==> config.mk <==
export PLATFORM = sky130hd
export DESIGN_NAME = lpi_div_cell
export DESIGN_NICKNAME = d
export VERILOG_FILES = /design/src/rtl/line_plane_intersection_top_defines.svh /design/src/rtl/lpi_pkg.sv /design/src/rtl/lpi_div_cell.sv
export SDC_FILE = /design/constraint.sdc
export NUM_CORES = 1
export LEC_CHECK = 0
export ABC_AREA = 1
export BUFFER_PORTS_ARGS = -buffer_cell sky130_fd_sc_hd__buf_4
export CAP_MARGIN = 20
export CORE_AREA = 2 2 239 241
export DETAILED_ROUTE_END_ITERATION = 8
export DIE_AREA = 0 0 241 243
export PLACE_DENSITY = 0.5
export SLEW_MARGIN = 20
export SYNTH_ARGS = -nofsm -noshare
export SYNTH_HDL_FRONTEND = slang
export SYNTH_SLANG_ARGS = --single-unit
==> constraint.sdc <==
create_clock -name aclk -period 13.09 [get_ports aclk]
set_clock_uncertainty 0.2 [all_clocks]
set_input_delay 2.618 -clock aclk [delete_from_list [all_inputs] [get_ports aclk]]
set_output_delay 2.618 -clock aclk [all_outputs]
set_load 0.03 [all_outputs]
==> src/rtl/line_plane_intersection_top_defines.svh <==
// Assertion helpers shared by the RTL; both sample on aclk and hold off during reset.
`ifndef LINE_PLANE_INTERSECTION_TOP_DEFINES_SVH
`define LINE_PLANE_INTERSECTION_TOP_DEFINES_SVH

// Same-cycle implication.
`define LPI_ASSERT_NOW(label, ante, cons, msg) \
    label: assert property (@(posedge aclk) disable iff (!aresetn) (ante) |-> (cons)) \
        else $error(msg);

// Next-cycle implication.
`define LPI_ASSERT_NEXT(label, ante, cons, msg) \
    label: assert property (@(posedge aclk) disable iff (!aresetn) (ante) |=> (cons)) \
        else $error(msg);

`endif

==> src/rtl/lpi_pkg.sv <==
package lpi_pkg;

    localparam int COORD_WIDTH = 21;
    localparam int FRAC_BITS   = 10;
    localparam int FIELD_W     = 63;
    localparam int TOL_W       = 20;
    localparam logic [TOL_W-1:0] TOL_RESET = 20'd1;

    // k is Q.16 and saturates at 2^40, so 41 quotient bits are enough
    localparam int K_FRAC = 16;
    localparam int Q_W    = 41;
    localparam int Q_LO_W = 21;
    localparam int Q_HI_W = Q_W - Q_LO_W;
    localparam logic [Q_W-1:0] K_MAX = 41'h100_0000_0000;

    typedef enum logic [1:0] {
        ST_PARALLEL = 2'd0,
        ST_ONE      = 2'd1,
        ST_PLANE    = 2'd2,
        ST_OUTSIDE  = 2'd3
    } status_t;

endpackage

==> src/rtl/lpi_div_cell.sv <==
module lpi_div_cell #(
    parameter int DW  = 2*lpi_pkg::COORD_WIDTH + 3,
    parameter int SW  = 6*lpi_pkg::COORD_WIDTH + 9,
    parameter int BIT = 0
) (
    input  logic                    aclk,
    input  logic                    aresetn,
    input  logic                    in_valid,
    output logic                    in_ready,
    input  logic [DW-1:0]           in_p,
    input  logic [DW-1:0]           in_d,
    input  logic [lpi_pkg::Q_W-1:0] in_nlo,
    input  logic [lpi_pkg::Q_W-1:0] in_q,
    input  logic [SW-1:0]           in_side,
    output logic                    out_valid,
    input  logic                    out_ready,
    output logic [DW-1:0]           out_p,
    output logic [DW-1:0]           out_d,
    output logic [lpi_pkg::Q_W-1:0] out_nlo,
    output logic [lpi_pkg::Q_W-1:0] out_q,
    output logic [SW-1:0]           out_side
);

    logic                    v_reg;
    logic [DW:0]             t;
    logic [DW:0]             diff;
    logic                    ge;
    logic [DW-1:0]           p_next;
    logic [lpi_pkg::Q_W-1:0] q_next;
    logic [DW-1:0]           p_reg;
    logic [DW-1:0]           d_reg;
    logic [lpi_pkg::Q_W-1:0] nlo_reg;
    logic [lpi_pkg::Q_W-1:0] q_reg;
    logic [SW-1:0]           side_reg;

    assign in_ready = !v_reg || out_ready;

    // shift in the next numerator bit, subtract where the divisor fits
    always_comb begin
        t      = {in_p, in_nlo[BIT]};
        diff   = t - {1'b0, in_d};
        ge     = t >= {1'b0, in_d};
        p_next = ge ? diff[DW-1:0] : t[DW-1:0];
        q_next = in_q;
        q_next[BIT] = ge;
    end

    always_ff @(posedge aclk) begin
        if (!aresetn) begin
            v_reg <= 1'b0;
        end else if (in_ready) begin
            v_reg <= in_valid;
        end
    end

    always_ff @(posedge aclk) begin
        if (in_ready) begin
            p_reg    <= p_next;
            d_reg    <= in_d;
            nlo_reg  <= in_nlo;
            q_reg    <= q_next;
            side_reg <= in_side;
        end
    end

    assign out_valid = v_reg;
    assign out_p     = p_reg;
    assign out_d     = d_reg;
    assign out_nlo   = nlo_reg;
    assign out_q     = q_reg;
    assign out_side  = side_reg;

endmodule

## Word level (Yosys, flattened, before mapping)

Index checks and enable logic that the tools add are counted.

| cells by class | value |
|---|---|
| add/subtract/negate cells | 1 |
| multiply operators | 0 |
| divide/modulo/power cells | 0 |
| magnitude comparators | 1 |
| equal/unequal tests | 0 |
| shift-type cells | 0 |
| muxes and demuxes | 1 |
| bitwise operators | 0 |
| reductions and logical operators | 2 |

Operator list:

| operator | number |
|---|---|
| $ge A46 B45 Y1 | 1 |
| $mux W45 | 1 |
| $sub A45 B45 Y45 | 1 |
| $logic_not A1 Y1 | 1 |
| $logic_or A1 B1 Y1 | 1 |

| word-level totals | value |
|---|---|
| flip-flop bits (word level) | 308 |
| latch bits | 0 |
| RAM bits | 0 |
| memory bits (read-only) | 0 |
| input bits | 311 |
| output and inout port bits | 309 |
| logic and storage cells | 11 |
| memories | 0 |

## Depth between registers and ports, before layout

Gate-level depths: netlist (run 1).

| depth | value |
|---|---|
| depth in word-level cells | 2 |
| depth in mapped cells | 16 |
| depth with buffers taken out | 15 |

## Worst setup path after synthesis (run 1)

No wires, ideal clock.

| path | value |
|---|---|
| path type | input -> output |
| start | input port out_ready |
| end | output port in_ready |
| data arrival time | 9298 ps |
| data required time | 10272 ps |
| setup slack | 974 ps |
| cell stages on the path | 2 |
| buffers on the path | 0 |
| cell sequence | inv_1 > nand2_1 |

| on the way | value |
|---|---|
| cells in the longest elaborated chain, start to end | 1 |

Ends and longest elaborated chain:

| what | line | source |
|---|---|---|
| from (decl) | lpi_div_cell.sv:16 | `input logic out_ready,` |
| $logic_or A1 B1 Y1 | lpi_div_cell.sv:36 | `assign in_ready = !v_reg \|\| out_ready;` |
| to (decl) | lpi_div_cell.sv:9 | `output logic in_ready,` |

No other way between the ends.

## Final worst setup path (run 1)

Same ends and word-level chain as after synthesis.

==> flow_summary.json, run 1 <==
{
  "status": "completed",
  "syn_to_final_growth_pct": 49.3,
  "ys_warn_count": 0,
  "vias": 11800,
  "cp.arrival_ns": 3.40,
  "num_io_pins": 620,
  "row_count": 87,
  "syn_area_um2": 13900,
  "multi_input_area_um2": 3690,
  "h-tree-depth": 2,
  "grt_pass1_wl_mm": 88.4,
  "fmax_mhz": 161,
  "whs_ns": 0.886,
  "port-buffer-count": 618,
  "maxSlewViolCount": 0,
  "numClockSinks": 308,
  "relSlewSlack": 0.313,
  "clk_transition_reported_paths_ns": 0.06,
  "detail-route-antenna-nets": 0,
  "dp_cells": 2678,
  "grt_max_degree": 161,
  "p_per_area_nw_per_um2": 142,
  "hpwl_mm": 53.7,
  "post_cts_resize_count": 0,
  "gp_congestion": 0.926,
  "synth_seq_cells": 308,
  "critPathKind": "primary input to primary output",
  "final_common_cell": "buf_4",
  "regArea_um2": 9240,
  "cts_buffer_depth": 3,
  "synth.distinct_cells": 32,
  "hold_violations": 0,
  "hp-start": "out_valid",
  "syn_nets": 1670,
  "hold_class": "flip-flop to flip-flop",
  "post-route-period-util": 0.475,
  "cp-end-kind": "primary output",
  "numCtsBuffers": 39,
  "drc": 0,
  "initial_core_util": 0.249,
  "first_global_vias": 12100,
  "layout_common_cells": "buf_4, nand2_1, edfxtp_1",
  "critPathMostFrequentCell": "buf_4",
  "slowest_delay_ns": 0.30,
  "worstPathCellList": "buf_4 -> inv_1 -> nand2_4 -> buf_4",
  "core_um2": 56000,
  "clock_latency_ns": 0.55,
  "final_nets": 2320,
  "startpoint": "out_ready",
  "grtUsageTotal": 0.216,
  "rsz0062_at_grt": "false",
  "critPathMaxFanout": 32,
  "maxCapViolCount": 0,
  "dr.pass1.iters": 5,
  "die_y_um": 243,
  "total_power_w": 0.00296,
  "setup_viol": 0,
  "cts_hold_buffers": 0,
  "antenna_found_initial": 26,
  "leakagePower_nw": 10.0,
  "fillers": 5751,
  "ys_seq_area_frac": 0.664,
  "cts_setup_buffers": 0,
  "required_ns": 10.27,
  "postSynthCellCount": 1313,
  "syn_avg_cell_area_um2": 10.6,
  "drive_gt1_frac": 0.355,
  "cts_tree": "yes",
  "fin_cells": 2762,
  "peakVddDrop_v": 0.0000728,
  "die-area_um2": 58600,
  "drtIter0Drc": 694,
  "period_needed_ns": 6.22,
  "avgRoutedWirePerCell_um": 23.7,
  "grt.overflow.total": 0,
  "cts-root-buf": "clkbuf_16",
  "setup_tns_ns": 0,
  "reg2reg_from": "out_valid",
  "cp_slowest_cell": "buf_4",
  "tightest_slew_ns": 1.03,
  "critPathLaunchType": "primary input",
  "vias_per_cell": 4.28,
  "wl_mm": 65.3,
  "die_x_um": 241
}
worst paths after layout:
kind	endpoint	cells past startpoint	slack, ns
setup reg to reg	out_p[9]	3	9.86
setup / recovery	in_ready	4	6.87
hold reg to reg	out_side[115]	1	0.89
hold / removal	out_side[115]	1	0.89
worst max-delay path: cells and delay by family:
family / cells / cell delay [ns]
buffers and inverters: 3 / 0.49
AND/OR/NAND/NOR: 1 / 0.26
kinds of logic (layout without fill, tap and decap cells):
group	count (synthesis)	after routing	synth area share
AND/OR/NAND/NOR	645	645	0.193
adder cells (fa/ha/maj)	46	46	0.0419
AO/OA/AOI/OAI	34	34	0.0135
flip-flops	308	308	0.664
buffers and inverters	255	935	0.0720
XOR/XNOR	25	25	0.0157
other	0	13	0
final cells by class:
type / count / area share
multi-input combinational: 750 / 0.178
inverter: 242 / 0.0437
antenna: 13 / 0.00157
tap: 756 / 0.0455
clock inverter: 28 / 0.0128
sequential: 308 / 0.445
clock buffer: 43 / 0.0487
timing repair buffer: 622 / 0.225
registers in the layout (all words and copies together) (netlist names):
signal	cells
out_d	45
out_q	41
out_valid	1
out_p	45
out_nlo	41
out_side	135
cell usage after synthesis:
| cell | instances | area (um^2) |
|---|---|---|
| a21boi_0 | 1 | 7.51 |
| a21o_1 | 1 | 7.51 |
| a21oi_1 | 26 | 130 |
| and2_1 | 1 | 6.26 |
| buf_2 | 9 | 45.0 |
| buf_6 | 3 | 33.8 |
| buf_8 | 1 | 15.0 |
| clkinv_1 | 2 | 7.51 |
| dfxtp_1 | 1 | 20.0 |
| edfxtp_1 | 307 | 9220 |
| fa_1 | 1 | 20.0 |
| ha_1 | 45 | 563 |
| inv_1 | 234 | 878 |
| inv_2 | 6 | 22.5 |
| nand2_1 | 424 | 1590 |
| nand2_2 | 4 | 25.0 |
| nand3_1 | 106 | 531 |
| nand3_2 | 1 | 10.0 |
| nand3b_1 | 7 | 52.6 |
| nand4_1 | 7 | 43.8 |
| nand4_2 | 1 | 12.5 |
| nor2_1 | 73 | 274 |
| nor2_2 | 9 | 56.3 |
| nor2_4 | 3 | 33.8 |
| nor3_1 | 4 | 20.0 |
| nor3b_1 | 1 | 7.51 |
| nor4_1 | 2 | 12.5 |
| o21a_1 | 2 | 15.0 |
| o21ai_0 | 1 | 5.00 |
| o21bai_1 | 3 | 22.5 |
| or2_2 | 2 | 12.5 |
| xor2_1 | 25 | 219 |
layer usage:
layer  up-vias  wire [um]  track usage
met5         -        131       0.0135
met4        22       1580       0.0608
met3        97       5590       0.0730
met2       410      33700        0.390
met1      5706      24300        0.238
li1       5594          -            -
power breakdown:
group | internal [W] | switching, W
Combinational | 0.000230 | 0.000424
Clock | 0.000640 | 0.000450
Sequential | 0.00119 | 0.0000274
Total | 0.00206 | 0.000901
metrics by stage:
step | util | instance area, um^2 | worst slack [ns]
2_1_floorplan | - | 13900 | 0.974
3_3_place_gp | 0.348 | 19500 | 6.89
3_5_place_dp | 0.348 | 19500 | 6.88
4_1_cts | 0.371 | 20700 | 6.88
5_1_grt | 0.371 | 20800 | 6.84
6_report | 0.371 | 20800 | 6.87
Power figures use the tool's default switching activity.
==> run 2, diff against run 1 <==
- ABC_AREA: 1 -> 0
- CORE_AREA: 2 2 239 241 -> 2 2 240 242
- DIE_AREA: 0 0 241 243 -> 0 0 242 244
- PLACE_DENSITY: 0.5 -> 0.47
- clock period: 13.09 -> 6.06 ns (I/O delays scaled with it)
==> flow_summary.json, run 2 <==
{
  "core_um2": 56200,
  "setup_tns_ns": 0,
  "dr.pass1.iters": 7,
  "p_per_area_nw_per_um2": 326,
  "synth_top_area_frac": 0.740,
  "fmax_mhz": 222,
  "detail-route-antenna-nets": 0,
  "maxCapViolCount": 0,
  "hold_violations": 0,
  "cts-root-buf": "clkbuf_16",
  "synth_common_cells": "edfxtp_1, nand2_1, inv_1, a21oi_1, ha_1",
  "cts_buffer_depth": 3,
  "required_ns": 6.14,
  "synth_edf_count": 307,
  "cts_tree": "yes",
  "cp_num_cells": 15,
  "synthFlopType": "edfxtp_1",
  "clk_transition_reported_paths_ns": 0.06,
  "tightest_slew_ns": 0.630,
  "whs_path_depth": 1,
  "die-area_um2": 59000,
  "synth_seq_cells": 308,
  "yosys-top-cells-area": "edfxtp_1, ha_1, nand2_1",
  "cts_setup_buffers": 0,
  "rsz0062_at_grt": "false",
  "grtUsageTotal": 0.170,
  "slowest_delay_ns": 0.43,
  "status": "completed",
  "numCtsBuffers": 38,
  "cts_hold_buffers": 0,
  "gp_congestion": 0.861,
  "place_area_um2": 18000,
  "vias_per_cell": 4.21,
  "setup_viol": 0,
  "grt_max_degree": 109,
  "critPathKind": "primary input to flip-flop",
  "design_area_um2": 19300,
  "relSlewSlack": 0.580,
  "row_count": 87,
  "hold_class": "primary input to flip-flop",
  "num_io_pins": 620,
  "synth-async-reset-ratio": 0,
  "syn_avg_cell_area_um2": 15.2,
  "wl_mm": 52.6,
  "post-route-period-util": 0.742,
  "crit_family": "compound AO/OA/AOI/OAI gates",
  "worstRegToRegCells": 3,
  "layout_common_cells": "buf_4, edfxtp_1, nand2_1",
  "synth_area_leader_cell": "edfxtp_1",
  "whs_ns": 0.633,
  "port-buffer-count": 618,
  "maxSlewViolCount": 0,
  "avgRoutedWirePerCell_um": 23.4,
  "syn_area_um2": 12500,
  "drive_gt1_frac": 0.467,
  "antenna_found_initial": 17,
  "initial_core_util": 0.222,
  "post_cts_resize_count": 0,
  "numClockSinks": 308,
  "grt_pass1_wl_mm": 71.6,
  "cp.arrival_ns": 4.57,
  "die_x_um": 242,
  "drtIter0Drc": 629,
  "cp-end-kind": "flip-flop",
  "grt.overflow.total": 0,
  "cp_slowest_cell": "fa_1",
  "final_nets": 1819,
  "yosys.cell_count.top_type": "edfxtp_1",
  "h-tree-depth": 2,
  "postSynthCellCount": 819,
  "critPathLaunchType": "primary input",
  "hpwl_mm": 42.7,
  "syn_nets": 1176,
  "syn_to_final_growth_pct": 54.9,
  "drc": 0,
  "period_needed_ns": 4.50,
  "die_y_um": 244,
  "synth.distinct_cells": 60,
  "clock_latency_ns": 0.54,
  "vias": 9467,
  "first_global_vias": 9551,
  "largest_register_ff_count": 135,
  "leakagePower_nw": 8.35,
  "ys_seq_area_frac": 0.742,
  "peakVddDrop_v": 0.000172,
  "worstPathCellList": "buf_4 -> inv_1 -> ha_1 -> inv_1 -> fa_1 -> a21o_1 -> a22o_1 -> o2111ai_2 -> nand4_2 -> a21oi_2 -> nor2_1 -> a21oi_1 -> o21a_2 -> buf_4 -> o21ai_0",
  "critPathMaxFanout": 28,
  "ys_warn_count": 0,
  "crit_buf_inv": 4,
  "final_common_cell": "buf_4"
}
==> run 2: cell types whose count changed after synthesis, sizes merged, moves of 9 or more <==
cell   before  now
o21ai       1   59
xnor2       0   16
nand3     107   10
nand4       8   17
a21o        1   18
nor2       85   18
inv       240   58
nand2     428   76
a21oi      26   51
==> run 2: cells by family (layout without fill, tap and decap cells) <==
kind of cell	after synthesis	after routing	synth area share
fa+ha+maj	46	46	0.0468
buf+inv	84	756	0.0300
other cells	0	4	0
xor+xnor	40	40	0.0281
flops	308	308	0.742
simple gates	154	154	0.0584
compound gates	184	184	0.0924
mux	3	3	0.00271
==> run 2: final timing paths <==
path           startpoint             to  slack, ns
max             in_nlo[0]      out_p[19]       1.56
min          in_side[104]  out_side[104]       0.63
max reg2reg     out_valid      out_d[38]       3.58
min reg2reg     out_valid      out_valid       0.86
==> run 2: final cells by class <==
cell class | count | area [um^2]
clock buffers | 52 | 1040
multi-input cells | 427 | 2850
well taps | 756 | 946
fillers | 5658 | 36900
clock inverters | 17 | 234
inverters | 58 | 218
diodes | 4 | 10.0
repair buffers | 629 | 4750
flip-flops and latches | 308 | 9240
==> run 2: per-stage QoR <==
step	worst slack [ns]	util	total power (W)	std cells
floorplan	1.24	-	0.00337	819
global placement	1.02	0.321	0.00399	2178
detailed placement	0.950	0.321	0.00399	2178
CTS	1.54	0.343	0.00640	2247
global route	1.30	0.343	0.00655	2247
finish	1.56	0.343	0.00628	2251
==> run 2: routing by layer <==
layer  vias to the layer above  GRT usage  part of all wire
met4                        22     0.0372             0.019
li1                       4375          -                 -
met5                         -          0            0.0029
met1                      4583      0.186              0.37
met2                       413      0.306              0.52
met3                        74     0.0717             0.092
==> run 2: where the power goes <==
group / leakage, nW / internal, W / switching (W) / total [W]
sequential: 3.20 / 0.00257 / 0.0000583 / 0.00263
combinational: 4.54 / 0.000496 / 0.000814 / 0.00131
clock: 0.618 / 0.00143 / 0.000917 / 0.00235
total: 8.35 / 0.00449 / 0.00179 / 0.00628
